### config.mk
export PLATFORM = sky130hd
export DESIGN_NAME = cvs_post
export DESIGN_NICKNAME = d
export VERILOG_FILES = /design/src/cvs_pkg.sv /design/src/cvs_post.sv
export SDC_FILE = /design/constraint.sdc
export NUM_CORES = 2
export LEC_CHECK = 0
export ABC_AREA = 1
export BUFFER_PORTS_ARGS = -buffer_cell sky130_fd_sc_hd__buf_2
export CORE_ASPECT_RATIO = 1.5
export CORE_MARGIN = 5
export CORE_UTILIZATION = 40
export CTS_CLUSTER_SIZE = 30
export DETAILED_ROUTE_END_ITERATION = 10
export GPL_TIMING_DRIVEN = 0
export SYNTH_ARGS = -nofsm -noshare
export SYNTH_HDL_FRONTEND = slang
export SYNTH_SLANG_ARGS = --single-unit
### constraint.sdc
create_clock -name aclk -period 9.6 [get_ports aclk]
set_input_delay 1.44 -clock aclk [delete_from_list [all_inputs] [get_ports aclk]]
set_output_delay 1.44 -clock aclk [all_outputs]
set_load 0.1 [all_outputs]
### src/cvs_pkg.sv
// ----------------------------------------------------------------------------
// cvs_pkg: shared types and constants of the cylindrical volume sampler
// Item layout carried down the pipeline, fixed-point widths, register
// indexes and the arctangent table of the CORDIC cells.
// ----------------------------------------------------------------------------
`default_nettype none

package cvs_pkg;

    // Opcodes carried in s_tuser
    localparam logic OP_LOAD   = 1'b0;
    localparam logic OP_SAMPLE = 1'b1;

    // Configuration register indexes
    localparam logic [1:0] REG_ROW_BYTES   = 2'd0;
    localparam logic [1:0] REG_ROW_COUNT   = 2'd1;
    localparam logic [1:0] REG_SLICE_COUNT = 2'd2;

    // Geometry and arithmetic
    localparam int CORDIC_STEPS = 16;
    localparam int ADDR_W       = 17;
    localparam int X_W          = 27;   // CORDIC x/y datapath
    localparam int ANG_W        = 33;   // angle accumulator, Q.28 radians
    localparam int THETA_W      = 30;   // clamped angle 0..pi
    localparam int MAX_SPAN     = 13;   // slice_count - 2 at most
    localparam logic [29:0] PI_Q28 = 30'd843314857;
    localparam logic [22:0] ONE_Q22 = 23'd4194304;
    localparam logic [16:0] INV_GAIN_Q16 = 17'd39797;

    typedef struct packed {
        logic        valid;
        logic        op;
        logic        in_bounds;
        logic        y_neg;
        logic [14:0] pos_z;
        logic [16:0] load_address;
        logic [7:0]  load_byte;
    } item_t;

    // atan(2^-i) in Q.28, rounded
    function automatic logic [27:0] atan_q28(input int idx);
        logic [27:0] v;
        case (idx)
            0:  v = 28'd210828714;
            1:  v = 28'd124459457;
            2:  v = 28'd65760959;
            3:  v = 28'd33381290;
            4:  v = 28'd16755422;
            5:  v = 28'd8385879;
            6:  v = 28'd4193963;
            7:  v = 28'd2097109;
            8:  v = 28'd1048571;
            9:  v = 28'd524287;
            10: v = 28'd262144;
            11: v = 28'd131072;
            12: v = 28'd65536;
            13: v = 28'd32768;
            14: v = 28'd16384;
            15: v = 28'd8192;
            16: v = 28'd4096;
            17: v = 28'd2048;
            18: v = 28'd1024;
            19: v = 28'd512;
            20: v = 28'd256;
            21: v = 28'd128;
            22: v = 28'd64;
            23: v = 28'd32;
            default: v = 28'd0;
        endcase
        return v;
    endfunction

endpackage

`default_nettype wire

### src/cvs_post.sv
// ----------------------------------------------------------------------------
// cvs_post: radius scaling and voxel address generation
// Five stages: gain correction, half-plane fold, index products, slice
// search, address sum. Load beats pass their own address through.
// ----------------------------------------------------------------------------
`default_nettype none

module cvs_post (
    input  wire logic                             aclk,
    input  wire logic                             aresetn,
    input  wire logic                             en,
    input  wire logic [7:0]                       row_bytes,
    input  wire logic [7:0]                       row_count,
    input  wire logic [3:0]                       slice_count,
    input  wire cvs_pkg::item_t                   item_in,
    input  wire logic signed [cvs_pkg::X_W-1:0]   x_in,
    input  wire logic signed [cvs_pkg::ANG_W-1:0] ang_in,
    output cvs_pkg::item_t                        item_out,
    output logic [cvs_pkg::ADDR_W-1:0]            addr_out
);

    // Stage A: radius times inverse gain
    logic signed [43:0]                 prod_a;
    logic signed [43:0]                 r_full;
    logic [22:0]                        r_next;
    cvs_pkg::item_t                     item_a_reg;
    logic [22:0]                        r_reg;
    logic signed [cvs_pkg::ANG_W-1:0]   ang_a_reg;

    always_comb begin
        prod_a = 44'(x_in) * $signed({27'd0, cvs_pkg::INV_GAIN_Q16});
        r_full = prod_a >>> 16;
        if (r_full < 0) begin
            r_next = '0;
        end else if (r_full > $signed({21'd0, cvs_pkg::ONE_Q22})) begin
            r_next = cvs_pkg::ONE_Q22;
        end else begin
            r_next = r_full[22:0];
        end
    end

    // Stage B: fold lower half plane, clamp angle
    logic signed [cvs_pkg::ANG_W-1:0]   theta_b;
    logic [23:0]                        rsum_b;
    logic [22:0]                        rp_next;
    logic [cvs_pkg::THETA_W-1:0]        theta_next;
    cvs_pkg::item_t                     item_b_reg;
    logic [22:0]                        rp_reg;
    logic [cvs_pkg::THETA_W-1:0]        theta_reg;

    always_comb begin
        if (item_a_reg.y_neg) begin
            theta_b = ang_a_reg + $signed({3'd0, cvs_pkg::PI_Q28});
            rsum_b  = {1'b0, cvs_pkg::ONE_Q22} - {1'b0, r_reg};
        end else begin
            theta_b = ang_a_reg;
            rsum_b  = {1'b0, cvs_pkg::ONE_Q22} + {1'b0, r_reg};
        end
        rp_next = rsum_b[23:1];
        if (theta_b < 0) begin
            theta_next = '0;
        end else if (theta_b > $signed({3'd0, cvs_pkg::PI_Q28})) begin
            theta_next = cvs_pkg::PI_Q28;
        end else begin
            theta_next = theta_b[cvs_pkg::THETA_W-1:0];
        end
    end

    // Stage C: column, row and angle-span products
    logic [7:0]  col_scale;
    logic [30:0] col_prod;
    logic [22:0] row_prod;
    logic [8:0]  row_raw;
    logic [7:0]  row_next;
    logic [3:0]  span;
    logic [33:0] tspan_next;
    cvs_pkg::item_t item_c_reg;
    logic [7:0]  col_reg;
    logic [7:0]  row_reg;
    logic [33:0] tspan_reg;

    always_comb begin
        col_scale  = (row_bytes != 8'd0) ? row_bytes - 8'd1 : 8'd0;
        col_prod   = 31'(rp_reg) * 31'(col_scale);
        row_prod   = 23'(item_b_reg.pos_z) * 23'(row_count);
        row_raw    = row_prod[22:14];
        if (row_count == 8'd0) begin
            row_next = '0;
        end else if (row_raw > 9'(row_count - 8'd1)) begin
            row_next = row_count - 8'd1;
        end else begin
            row_next = row_raw[7:0];
        end
        span       = (slice_count > 4'd2) ? slice_count - 4'd2 : 4'd0;
        tspan_next = 34'(theta_reg) * 34'(span);
    end

    // Stage D: slice by comparing against multiples of pi
    logic [3:0]  slice_next;
    logic [15:0] rowoff_next;
    cvs_pkg::item_t item_d_reg;
    logic [7:0]  col_d_reg;
    logic [3:0]  slice_reg;
    logic [15:0] rowoff_reg;

    always_comb begin
        slice_next = '0;
        for (int k = 1; k <= cvs_pkg::MAX_SPAN; k++) begin
            if (tspan_reg >= 34'(k) * 34'(cvs_pkg::PI_Q28)) begin
                slice_next = 4'(k);
            end
        end
        rowoff_next = 16'(row_reg) * 16'(row_bytes);
    end

    // Stage E: address sum, or the load address as given
    logic [cvs_pkg::ADDR_W-1:0] addr_next;
    cvs_pkg::item_t             item_e_reg;
    logic [cvs_pkg::ADDR_W-1:0] addr_reg;

    always_comb begin
        if (item_d_reg.op == cvs_pkg::OP_LOAD) begin
            addr_next = item_d_reg.load_address;
        end else begin
            addr_next = {slice_reg[2:0], 14'd0} + 17'(rowoff_reg) + 17'(col_d_reg);
        end
    end

    // Advance all stages together
    always_ff @(posedge aclk) begin
        if (!aresetn) begin
            item_a_reg <= '0;
            item_b_reg <= '0;
            item_c_reg <= '0;
            item_d_reg <= '0;
            item_e_reg <= '0;
        end else if (en) begin
            item_a_reg <= item_in;
            item_b_reg <= item_a_reg;
            item_c_reg <= item_b_reg;
            item_d_reg <= item_c_reg;
            item_e_reg <= item_d_reg;
        end
        if (en) begin
            r_reg      <= r_next;
            ang_a_reg  <= ang_in;
            rp_reg     <= rp_next;
            theta_reg  <= theta_next;
            col_reg    <= col_prod[29:22];
            row_reg    <= row_next;
            tspan_reg  <= tspan_next;
            col_d_reg  <= col_reg;
            slice_reg  <= slice_next;
            rowoff_reg <= rowoff_next;
            addr_reg   <= addr_next;
        end
    end

    assign item_out = item_e_reg;
    assign addr_out = addr_reg;

endmodule

`default_nettype wire

==> out/qor.txt <==
first-pass GRT wire length - 193,000 µm
Final Max Tran Viols - 0
number of synthesized flops with an enable pin - 203
register area share after synthesis - 23.7%
syn avg cell area - 7.73 µm²
final hold viol count - 0
Final Skew - 0.0247 ns
Core ar. - 110,000 µm²
DRC - 0
Yosys Warn Count - 0
crit share post-route - 81.5%
Design Area, Final - 48,400 µm²
Tot GR Track Use - 20.1%
post-route setup TNS - 0 ns
Synth Instances - 5,725
min-delay worst type - reg -> reg
Layout Cells excl Fill - 7,418
drt wl/cell - 16.1 µm
TritonRoute pass-1 iters - 5
Max Fclk - 128 MHz
R2R depth - 34
placed cell areas - 47,000 µm²
layout cells sized above 1 - 5.72%
die area - 118,000 µm²
Synth Flop Type - dfxtp_1
Max stage delay on crit path - 0.56 ns
most area-hungry cell type in the Yosys netlist - fa_1
status - complete, no violations
die width - 282 µm
Initial Util - 40.2%
Starting DRT DRC Count - 1,659
CP required - 9.95 ns
# IOs - 188
largest net degree at the start of global routing - 110
CTS hold repair buffers - 0
Worst slew margin - 39.5%
CTS root buf - clkbuf_16
routability-driven placement congestion ratio - 0.958
commonest non-fill, non-tap cell in the layout - inv_1
latest clock arrival within the worst-skew pair - 0.62 ns
Max H-tree Level - 2
clk sinks - 423
Layout Nets - 6,951
die height - 417 µm
critical path's slowest cell - fa_1
Max-Cap Viols - 0
WS Path Type - in -> reg
clock-pin slew on the worst setup and hold paths - 0.06 ns
via count - 36,566
Num CTS Buffers - 45
Hold Path Stages - 0
DR vias/cell - 4.93
final setup fails - 0
dpl hpwl - 99,300 µm
Yosys reg bits - 423
post-CTS setup buffer count - 0
Fillers - 11,376
most frequent cells in the layout - inv_1 (1,125), nand2_1 (1,071), nor2_1 (895), fa_1 (477), ha_1 (397)
multi-input logic area - 28,800 µm²
most used cell, CP - nand2_1
Syn Nets - 6,726
placed insts - 7,337
Worst setup SP type - primary input
residual overflow from global routing - 0
Worst setup EP type - register
WHS - 0.417 ns
Unique masters post-synth - 62
FP Rows - 149
unrepaired setup endpoints after global routing - false
antenna viol nets, final - 0
Worst Tran Pin Value - 0.908 ns
Post-Synthesis Cell Area - 44,300 µm²
TritonCTS clock tree - built
CP max FO - 10
Yosys top cell area share - 21.6%
initial antenna violation count - 3
PortBufs - 177
min Tclk post-route - 7.83 ns
Detailed Route WL - 119,000 µm
largest cells by area after synthesis - fa_1 (22%), edfxtp_1 (14%), ha_1 (11%)
async set or reset register ratio after synthesis - 0%
vias in the first global route - 37,975
crit path DAT - 8.17 ns
Bufs on Longest Clock Path - 3
Reg area - 10,500 µm²
layout overhead on the synthesized area - 9.41%
cts repair resizes - 0
## through the flow
| step | util [%] | setup slack, ns |
|---|---|---|
| 3_5_place_dp | 42.7 | 1.09 |
| 4_1_cts | 44.0 | 1.73 |
| 3_3_place_gp | 42.7 | 1.12 |
| 5_1_grt | 44.0 | 1.22 |
| 6_report | 44.0 | 1.77 |
| 2_1_floorplan | - | 2.34 |
## cell families after synthesis
group	share of synthesized area [%]
simple gates	21.3
buf+inv	11.2
fa+ha+maj	32.8
compound gates	8.01
flops	23.7
xor+xnor	3.04
## worst max-delay path: cells and delay by family
| kind | cells | cell delay (ns) |
|---|---|---|
| AOI/OAI and AO/OA | 7 | 1.13 |
| buffers and inverters | 8 | 1.41 |
| and+or+nand+nor | 14 | 1.44 |
| adders and majority gates | 6 | 2.72 |
## path summary, 6_finish.rpt
path | from | end | slack, ns
worst max-delay path | row_count[7] | row_reg[6] | 1.77
worst min-delay path | col_reg[1] | col_d_reg[1] | 0.42
worst max register to register | item_b_reg[25] | row_reg[6] | 2.67
worst min register to register | col_reg[1] | col_d_reg[1] | 0.42
## synth_stat cells, types with 15 or more instances
| cell | n |
|---|---|
| a21oi_1 | 193 |
| nand2_1 | 1071 |
| xor2_1 | 95 |
| nand3_1 | 163 |
| clkbuf_1 | 148 |
| nor3_1 | 42 |
| nor2_1 | 895 |
| nand4_1 | 54 |
| nor2_2 | 19 |
| o21ai_0 | 343 |
| ha_1 | 397 |
| fa_1 | 477 |
| nand2_2 | 26 |
| a31oi_1 | 26 |
| xnor2_1 | 55 |
| edfxtp_1 | 203 |
| dfxtp_1 | 220 |
| o21bai_1 | 15 |
| inv_1 | 1125 |
| nor4_1 | 15 |
## layer usage
layer / up-vias / share of wire, % / track usage [%]
li1: 18154 / - / -
met1: 17377 / 39 / 22.9
met2: 744 / 53 / 38.5
met3: 289 / 3.0 / 1.57
met4: 2 / 4.6 / 8.20
met5: - / 0.010 / 0
## cell type report
type | instances | area share [%]
buffer | 161 | 1.32
clock buffer | 64 | 2.64
inverter | 1145 | 8.88
multi-input combinational | 3996 | 59.5
timing repair buffer | 178 | 1.91
antenna | 1 | 0.00517
tap | 1434 | 3.71
sequential | 423 | 21.7
clock inverter | 16 | 0.341
Power is not shown: default switching activity piles up to over one toggle a cycle in this logic, so the estimate is an artifact.
