## src/cvs_pkg.sv

```systemverilog
// ----------------------------------------------------------------------------
// cvs_pkg: shared types and constants of the cylindrical volume sampler
// Item layout carried down the pipeline, fixed-point widths, register
// indexes and the arctangent table of the CORDIC cells.
// ----------------------------------------------------------------------------
`default_nettype none

package cvs_pkg;

    // Opcodes carried in s_tuser
    localparam logic OP_LOAD   = 1'b0;
    localparam logic OP_SAMPLE = 1'b1;

    // Configuration register indexes
    localparam logic [1:0] REG_ROW_BYTES   = 2'd0;
    localparam logic [1:0] REG_ROW_COUNT   = 2'd1;
    localparam logic [1:0] REG_SLICE_COUNT = 2'd2;

    // Geometry and arithmetic
    localparam int CORDIC_STEPS = 16;
    localparam int ADDR_W       = 17;
    localparam int X_W          = 27;   // CORDIC x/y datapath
    localparam int ANG_W        = 33;   // angle accumulator, Q.28 radians
    localparam int THETA_W      = 30;   // clamped angle 0..pi
    localparam int MAX_SPAN     = 13;   // slice_count - 2 at most
    localparam logic [29:0] PI_Q28 = 30'd843314857;
    localparam logic [22:0] ONE_Q22 = 23'd4194304;
    localparam logic [16:0] INV_GAIN_Q16 = 17'd39797;

    typedef struct packed {
        logic        valid;
        logic        op;
        logic        in_bounds;
        logic        y_neg;
        logic [14:0] pos_z;
        logic [16:0] load_address;
        logic [7:0]  load_byte;
    } item_t;

    // atan(2^-i) in Q.28, rounded
    function automatic logic [27:0] atan_q28(input int idx);
        logic [27:0] v;
        case (idx)
            0:  v = 28'd210828714;
            1:  v = 28'd124459457;
            2:  v = 28'd65760959;
            3:  v = 28'd33381290;
            4:  v = 28'd16755422;
            5:  v = 28'd8385879;
            6:  v = 28'd4193963;
            7:  v = 28'd2097109;
            8:  v = 28'd1048571;
            9:  v = 28'd524287;
            10: v = 28'd262144;
            11: v = 28'd131072;
            12: v = 28'd65536;
            13: v = 28'd32768;
            14: v = 28'd16384;
            15: v = 28'd8192;
            16: v = 28'd4096;
            17: v = 28'd2048;
            18: v = 28'd1024;
            19: v = 28'd512;
            20: v = 28'd256;
            21: v = 28'd128;
            22: v = 28'd64;
            23: v = 28'd32;
            default: v = 28'd0;
        endcase
        return v;
    endfunction

endpackage

`default_nettype wire

```

## src/cvs_cordic_cell.sv

```systemverilog
// ----------------------------------------------------------------------------
// cvs_cordic_cell: one vectoring step of the CORDIC chain
// Rotates (x, y) toward the x axis by atan(2^-shift), accumulates the angle
// and hands the result and the item to the next cell.
// ----------------------------------------------------------------------------
`default_nettype none

module cvs_cordic_cell (
    input  wire logic                             aclk,
    input  wire logic                             aresetn,
    input  wire logic                             en,
    input  wire logic [4:0]                       shift,
    input  wire logic [27:0]                      atan,
    input  wire cvs_pkg::item_t                   item_in,
    input  wire logic signed [cvs_pkg::X_W-1:0]   x_in,
    input  wire logic signed [cvs_pkg::X_W-1:0]   y_in,
    input  wire logic signed [cvs_pkg::ANG_W-1:0] ang_in,
    output cvs_pkg::item_t                        item_out,
    output logic signed [cvs_pkg::X_W-1:0]        x_out,
    output logic signed [cvs_pkg::X_W-1:0]        y_out,
    output logic signed [cvs_pkg::ANG_W-1:0]      ang_out
);

    logic signed [cvs_pkg::X_W-1:0]   dx, dy;
    logic signed [cvs_pkg::ANG_W-1:0] da;
    logic signed [cvs_pkg::X_W-1:0]   x_next, y_next;
    logic signed [cvs_pkg::ANG_W-1:0] ang_next;
    cvs_pkg::item_t                   item_reg;
    logic signed [cvs_pkg::X_W-1:0]   x_reg, y_reg;
    logic signed [cvs_pkg::ANG_W-1:0] ang_reg;

    // Rotate by the sign of y
    always_comb begin
        dx = y_in >>> shift;
        dy = x_in >>> shift;
        da = $signed({{(cvs_pkg::ANG_W-28){1'b0}}, atan});
        if (!y_in[cvs_pkg::X_W-1]) begin
            x_next   = x_in + dx;
            y_next   = y_in - dy;
            ang_next = ang_in + da;
        end else begin
            x_next   = x_in - dx;
            y_next   = y_in + dy;
            ang_next = ang_in - da;
        end
    end

    // Hand off to the next cell
    always_ff @(posedge aclk) begin
        if (!aresetn) begin
            item_reg <= '0;
        end else if (en) begin
            item_reg <= item_in;
        end
        if (en) begin
            x_reg   <= x_next;
            y_reg   <= y_next;
            ang_reg <= ang_next;
        end
    end

    assign item_out = item_reg;
    assign x_out    = x_reg;
    assign y_out    = y_reg;
    assign ang_out  = ang_reg;

endmodule

`default_nettype wire

```

## config.mk

```make
export PLATFORM = sky130hd
export DESIGN_NAME = cvs_cordic_cell
export DESIGN_NICKNAME = d
export VERILOG_FILES = /design/src/cvs_pkg.sv /design/src/cvs_cordic_cell.sv
export SDC_FILE = /design/constraint.sdc
export NUM_CORES = 1
export LEC_CHECK = 0
export BUFFER_PORTS_ARGS = -buffer_cell sky130_fd_sc_hd__buf_4
export CAP_MARGIN = 20
export CORE_UTILIZATION = 25
export DETAILED_ROUTE_END_ITERATION = 6
export GPL_TIMING_DRIVEN = 0
export SYNTH_ARGS = -nofsm -noshare
export SYNTH_HDL_FRONTEND = slang
export SYNTH_SLANG_ARGS = --single-unit
```

## constraint.sdc

```tcl
create_clock -name aclk -period 9.5 [get_ports aclk]
set_clock_uncertainty 0.15 [all_clocks]
set_input_delay 1.9 -clock aclk [delete_from_list [all_inputs] [get_ports aclk]]
set_output_delay 1.9 -clock aclk [all_outputs]
set_load 0.01 [all_outputs]
```

==> metrics.cfg, run 1 <==
[die]
core-area_um2 = 54300
core.rowCount = 85
start_util = 0.255
die_height_um = 238
die-area_um2 = 56400
io_pins = 298
die_x_um = 238

[logic_synthesis]
synth_common_cells = nor2_1 (127), a21oi_1 (110), xnor2_1 (107)
yosysWarnings = 0
yosysUniqueCellTypes = 82
synthTopCellsByArea = edfxtp_1 (19%), mux4_2 (13%), ha_1 (8.2%)
seq_area_frac_synth = 0.252
synth_area_per_cell_um2 = 9.51
netlist_instances = 1459
synth_area_um2 = 13900
synth-seq-cells = 131
synth_edf_count = 87
synth_area_leader_cell = edfxtp_1
yosysTopAreaCellShare = 0.188
synth-async-reset-ratio = 0
yosysMostFrequentCell = nor2_1
synth_top_flop_cell = edfxtp_1
synth.net_count = 1720

[cts]
cts-buffers-inserted = 17
numClockSinks = 131
cts_root_buf = clkbuf_16
clk_path_buf_depth = 2
tritoncts = built
cts_max_level = 4
path_clk_slew_ns = 0.06
clock_latency_ns = 0.48

[cells_and_area]
drive_above_1_share = 0.275
instances_no_fill = 2524
final_area_um2 = 17700
fin_util = 0.325
final.fill_count = 5620
nets = 2032
area_delta_synth_final_pct = 27.3

[detailed_routing]
vias = 13535
first_pass_iters = 7
ant_nets = 0
met1Wirelength_mm = 22.9
wl_met2_mm = 28.4
wl_per_cell_um = 23.1
highest_layer = met5
post_drt_via_cell_ratio = 5.36
drtIter0Drc = 1107
route.detailed.drc = 0
dr_wl_met3_mm = 4.92
routed_wl_mm = 58.3

[placement]
placed_area_um2 = 17000
port_buffers = 293
dp_hpwl_mm = 46.7
gp_congestion = 0.959
dpl.cell_count = 2494

[pwr]
p_int_uw = 1730
peakVddDrop_v = 0.000152
p_comb_frac = 0.456
p_sw_frac = 0.369
power.density_nw_per_um2 = 155
pwr-share-seq = 0.288
p_sw_uw = 1010
power.total_uw = 2740
p_leak_uw = 0.00733
p_clk_frac = 0.256

[timing]
rsz0062_at_grt = no
max_slew_margin = 0.251
tightest_slew_ns = 1.12
final-hold-violation-count = 0
slew_violations = 0
period_share = 0.936
finalSetupViolations = 0
period_needed_ns = 8.89
fmaxAchievable_mhz = 112

[setup_path]
worst_setup_path_end_kind = flip-flop
cp_max_fo = 10
cp.required_ns = 9.58
cp-start-kind = input pin
worstPathArrival_ns = 8.97
crit_type = input pin to flip-flop

[flow_run]
maxCapViolCount = 0

[grt]
grt_pass1_wl_mm = 84.9
antenna_found_initial = 3
gr-usage-all-layers = 0.205
grt_pass1_vias = 13378
grt_start_max_net_pins = 56
overflow = 0

[hold_path]
hp-class = flip-flop to flip-flop

[run_status]
status = completed

==> power by group through the flow <==
stage	Clock [µW]	Sequential (µW)	Combinational [µW]
after floorplan	0	851	703
after global placement	0	802	1230
after detailed placement	0	804	1240
after CTS	728	793	1250
after global routing	749	799	1350
final	701	789	1250
==> cells by family (layout without fill, tap and decap cells) <==
family	after synthesis	after routing	synth area share
simple gates	412	412	0.148
compound gates	379	379	0.180
mux	179	179	0.205
xor+xnor	139	139	0.0887
flops	131	131	0.252
buf+inv	125	450	0.0400
fa+ha+maj	94	94	0.0864
other cells	0	1	0
==> path summary, 6_finish.rpt <==
kind                              from                   endpoint  slack [ns]  depth (start not counted)
min reg2reg  item_out[11]$_SDFFE_PN0P_  item_out[11]$_SDFFE_PN0P_        0.37                          2
max                           shift[1]        x_out[25]$_DFFE_PP_        0.61                         28
max reg2reg  item_out[28]$_SDFFE_PN0P_  item_out[28]$_SDFFE_PN0P_        8.66                          2
min          item_out[11]$_SDFFE_PN0P_  item_out[11]$_SDFFE_PN0P_        0.37                          2
==> registers in the layout, summed over array words and instances, names as in the netlist <==
signal,cells
y_out,27
item_out,44
x_out,27
ang_out,33
==> worst max-delay path, stage by stage <==
cell	delay, ns
buf_6	0.14
buf_12	0.16
buf_4	0.25
buf_4	0.30
mux4_2	0.33
mux2_2	0.29
mux2i_1	0.24
o21a_1	0.20
ha_1	0.21
inv_1	0.05
o41ai_1	0.66
o2111ai_1	0.35
nor2_1	0.28
nand2_1	0.17
nor3_2	0.36
nand2_1	0.18
o211ai_1	0.12
ha_1	0.33
a21oi_1	0.16
o211ai_1	0.16
o21bai_1	0.22
a221o_1	0.42
o31ai_1	0.32
o21ai_0	0.19
o41a_1	0.40
a211o_1	0.28
a21oi_1	0.17
xnor2_1	0.09
==> routing by layer <==
metal,global-route usage,vias up
met5,0,-
met4,0.0833,2
met3,0.0575,118
met2,0.352,704
met1,0.239,6554
li1,-,6157
==> cell usage in the layout, fill, tap and decap left out, types with 14 or more instances in the layout <==
cell | synthesis | final
a21o_1 | 37 | 37
a21oi_1 | 110 | 110
a31oi_1 | 25 | 25
and2_1 | 22 | 22
buf_2 | 16 | 17
buf_4 | 5 | 299
clkbuf_1 | 37 | 31
clkbuf_16 | 0 | 21
dfxtp_1 | 44 | 44
edfxtp_1 | 87 | 87
ha_1 | 91 | 91
inv_1 | 47 | 47
mux2_2 | 20 | 20
mux2i_1 | 76 | 76
mux4_2 | 82 | 82
nand2_1 | 83 | 83
nand2b_1 | 14 | 14
nand3_1 | 22 | 22
nor2_1 | 127 | 127
nor2b_1 | 52 | 52
nor3_1 | 22 | 22
o21a_1 | 21 | 21
o21ai_0 | 61 | 61
xnor2_1 | 107 | 107
xor2_1 | 31 | 31
==> through the flow <==
step / setup TNS [ns] / worst slack [ns] / hold WS [ns]
floorplan: 0 / 1.68 / 0.389
global placement: -13.34 / -1.66 / 0.347
detailed placement: -10.37 / -1.43 / 0.355
CTS: 0 / 0.341 / 0.374
global route: 0 / 0.0526 / 0.393
finish: 0 / 0.610 / 0.369
==> final cells by class <==
class	instances	area [µm²]	share of cell area
Timing Repair Buffer	296	2240	0.127
Multi-Input combinational cell	1203	9830	0.557
Sequential cell	131	3490	0.198
Inverter	51	191	0.0108
Clock buffer	23	543	0.0307
Buffer	71	358	0.0203
Clock inverter	9	75.1	0.00425
Tap cell	739	925	0.0524
Antenna cell	1	2.50	0.000142
==> what timing repair did <==
action | in CTS | in global routing
endpoints found under the hold margin | 0 | 0
resized for setup | 3 | 2
hold buffers | 0 | 0
setup endpoints to repair | 10 | 3
setup buffers | 0 | 0
(Power assumes the default switching activity.)
==> run 2: changes to the inputs <==
- ABC_AREA: default -> 1
==> run 2 against run 1 <==
  * Worst setup slack better by 2.0 ns
  * Critical path depth is 11 lower
  * Core utilization hardly changed
  * Worst hold slack worse by 0.017 ns
  * Sequential share of layout area is 0.53 points higher
  * Die area is 2.7% lower
  * Register-to-register slack gained 0.03 ns
  * Critical path type unchanged
==> metrics.cfg, run 2 <==
[run_status]
status = completed  ; unchanged

[timing]
rsz0062_at_grt = no  ; unchanged
fmaxAchievable_mhz = 146  ; was 112 MHz
period_needed_ns = 6.87  ; was 8.89 ns
max_slew_margin = 0.236  ; was 0.251
tightest_slew_ns = 1.15  ; was 1.12 ns
period_share = 0.723  ; was 0.936
final-hold-violation-count = 0  ; unchanged
setup_tns_ns = 0  ; unchanged
slew_violations = 0  ; unchanged
finalSetupViolations = 0  ; unchanged

[cells_and_area]
nets = 2665  ; was 2,032
antenna_cells = 0  ; was 1
layout_commonest_cell = nand2_1  ; was buf_4
final_cell_mix = nand2_1 (571), nand3_1 (339), buf_4 (297)  ; was buf_4 (299), nor2_1 (127), a21oi_1 (110)
area_delta_synth_final_pct = 27.5  ; was 27.3%
final_area_um2 = 17200  ; was 17,700 µm²
largest_register_ffs = 44  ; unchanged
drive_above_1_share = 0.161  ; was 0.275

[detailed_routing]
drtIter0Drc = 1354  ; was 1,107
wl_per_cell_um = 17.9  ; was 23.1 µm
first_pass_iters = 6  ; was 7
met1Wirelength_mm = 23.7  ; was 22.9 mm
dr_wl_met3_mm = 4.20  ; was 4.92 mm
route.detailed.drc = 0  ; unchanged
post_drt_via_cell_ratio = 4.92  ; was 5.36
routed_wl_mm = 55.5  ; was 58.3 mm
wl_met2_mm = 25.2  ; was 28.4 mm
vias = 15275  ; was 13,535
ant_nets = 0  ; unchanged
highest_layer = met5  ; unchanged

[logic_synthesis]
synth_area_per_cell_um2 = 6.45  ; was 9.51 µm²
yosysMostFrequentCell = nand2_1  ; was nor2_1
synth_edf_count = 87  ; unchanged
synth_top_flop_cell = edfxtp_1  ; unchanged
synthTopCellsByArea = edfxtp_1 (19%), nand2_1 (16%), nand3_1 (13%)  ; was edfxtp_1 (19%), mux4_2 (13%), ha_1 (8.2%)
synth_area_um2 = 13500  ; was 13,900 µm²
netlist_instances = 2091  ; was 1,459
synth-seq-cells = 131  ; unchanged
yosysWarnings = 0  ; unchanged
synth-async-reset-ratio = 0  ; unchanged
yosysTopAreaCellShare = 0.194  ; was 0.188
synth_common_cells = nand2_1 (571), nand3_1 (339), nor2_1 (209)  ; was nor2_1 (127), a21oi_1 (110), xnor2_1 (107)
seq_area_frac_synth = 0.259  ; was 0.252
synth_area_leader_cell = edfxtp_1  ; unchanged
synth.net_count = 2352  ; was 1,720
yosysUniqueCellTypes = 45  ; was 82

[cts]
cts_resized = 0  ; was 3
postCtsSetupRepairBufs = 0  ; unchanged
cts_root_buf = clkbuf_16  ; unchanged
clk_path_buf_depth = 2  ; unchanged
numClockSinks = 131  ; unchanged
ctsHoldBuffers = 0  ; unchanged
tritoncts = built  ; unchanged
clock_latency_ns = 0.46  ; was 0.48 ns
cts-buffers-inserted = 17  ; unchanged
cts_max_level = 4  ; unchanged
path_clk_slew_ns = 0.07  ; was 0.06 ns

[die]
die-area_um2 = 54900  ; was 56,400 µm²
die_x_um = 234  ; was 238 µm
core.rowCount = 84  ; was 85
core-area_um2 = 53000  ; was 54,300 µm²
start_util = 0.255  ; about the same
die_height_um = 234  ; was 238 µm
io_pins = 298  ; unchanged

[setup_path]
cp_max_fo = 10  ; unchanged
rr_worst_depth = 2  ; unchanged
cp.required_ns = 9.58  ; about the same
reg2reg_slack_ns = 8.69  ; was 8.66 ns
crit_start = y_in[26]  ; was shift[1]
worstPathArrival_ns = 6.95  ; was 8.97 ns
cp-start-kind = input pin  ; unchanged
r2r-start = item_out[7]$_SDFFE_PN0P_  ; was item_out[28]$_SDFFE_PN0P_
crit_type = input pin to flip-flop  ; unchanged
worst_setup_path_end_kind = flip-flop  ; unchanged
crit_path_end = y_out[26]$_DFFE_PP_  ; was x_out[25]$_DFFE_PP_
r2r_end = item_out[7]$_SDFFE_PN0P_  ; was item_out[28]$_SDFFE_PN0P_

[placement]
placed_area_um2 = 16600  ; was 17,000 µm²
dp_hpwl_mm = 45.6  ; was 46.7 mm
port_buffers = 293  ; unchanged
gp_congestion = 0.962  ; was 0.959

[pwr]
peakVddDrop_v = 0.0000981  ; was 0.000152 V
p_leak_uw = 0.00841  ; was 0.00733 µW
power.density_nw_per_um2 = 155  ; about the same

[grt]
grt_pass1_wl_mm = 81.5  ; was 84.9 mm
gr-usage-all-layers = 0.197  ; was 0.205
overflow = 0  ; unchanged
grt_start_max_net_pins = 56  ; unchanged
antenna_found_initial = 1  ; was 3
grt_pass1_vias = 14312  ; was 13,378

[flow_run]
maxCapViolCount = 0  ; unchanged

[hold_path]
hp-class = flip-flop to flip-flop  ; unchanged

run 2: worst max-delay path, stage by stage:
cell      delay [ns]
clkbuf_1        0.41
inv_2           0.52
clkbuf_1        0.84
clkbuf_1        0.73
nand2_1         0.10
o21ai_0         0.21
fa_1            0.29
a211o_1         0.13
o21ai_0         0.13
o21ai_0         0.60
inv_1           0.12
o21ai_0         0.45
nand2_1         0.14
nand3_1         0.15
inv_1           0.05
nand3_1         0.07
nand2_1         0.06
run 2: per-layer routing:
metal / vias to the layer above / global-route usage
met5: - / 0
li1: 7641 / -
met1: 6888 / 0.250
met4: 2 / 0.0905
met2: 645 / 0.324
met3: 99 / 0.0364
run 2: final cells by class:
class                           count  area, µm²
Inverter                          172        646
Timing Repair Buffer              294       2230
Clock inverter                     14        171
Fill cell                        5875      35800
Multi-Input combinational cell   1707       8980
Clock buffer                       18        450
Sequential cell                   131       3490
Buffer                             81        374
Tap cell                          688        861
run 2: worst min path at each step:
stage                              startpoint                   endpoint  cells past startpoint
floorplan            item_out[0]$_SDFFE_PN0P_   item_out[0]$_SDFFE_PN0P_                      2
global placement    item_out[37]$_SDFFE_PN0P_  item_out[37]$_SDFFE_PN0P_                      2
detailed placement  item_out[43]$_SDFFE_PN0P_  item_out[43]$_SDFFE_PN0P_                      2
CTS                 item_out[25]$_SDFFE_PN0P_  item_out[25]$_SDFFE_PN0P_                      2
global route        item_out[27]$_SDFFE_PN0P_  item_out[27]$_SDFFE_PN0P_                      2
finish              item_out[25]$_SDFFE_PN0P_  item_out[25]$_SDFFE_PN0P_                      2
run 2: cell families (layout without fill, tap and decap cells):
logic type,Yosys count,count (layout),share of synthesized area
and+or+nand+nor,1177,1177,0.369
DFF,131,131,0.259
buffers and inverters,253,579,0.0756
AOI/OAI and AO/OA,309,309,0.125
adders and majority gates,94,94,0.0888
xor gates and xnor gates,127,127,0.0824
run 2: stage by stage:
stage / total power, µW / util / instances / worst slack, ns / hold WS (ns)
floorplan: 1500 / - / 2091 / 4.08 / 0.383
global placement: 1960 / 0.313 / 3072 / 2.23 / 0.328
detailed placement: 1960 / 0.313 / 3073 / 2.20 / 0.338
CTS: 2690 / 0.325 / 3105 / 2.68 / 0.355
global route: 2850 / 0.325 / 3105 / 2.31 / 0.380
finish: 2670 / 0.325 / 3105 / 2.63 / 0.352
run 2: where the power goes:
group          total (µW)  switching (µW)  internal [µW]
combinational        1170             702            464
sequential            790            34.9            755
clock                 713             317            395
total                2670            1050           1610
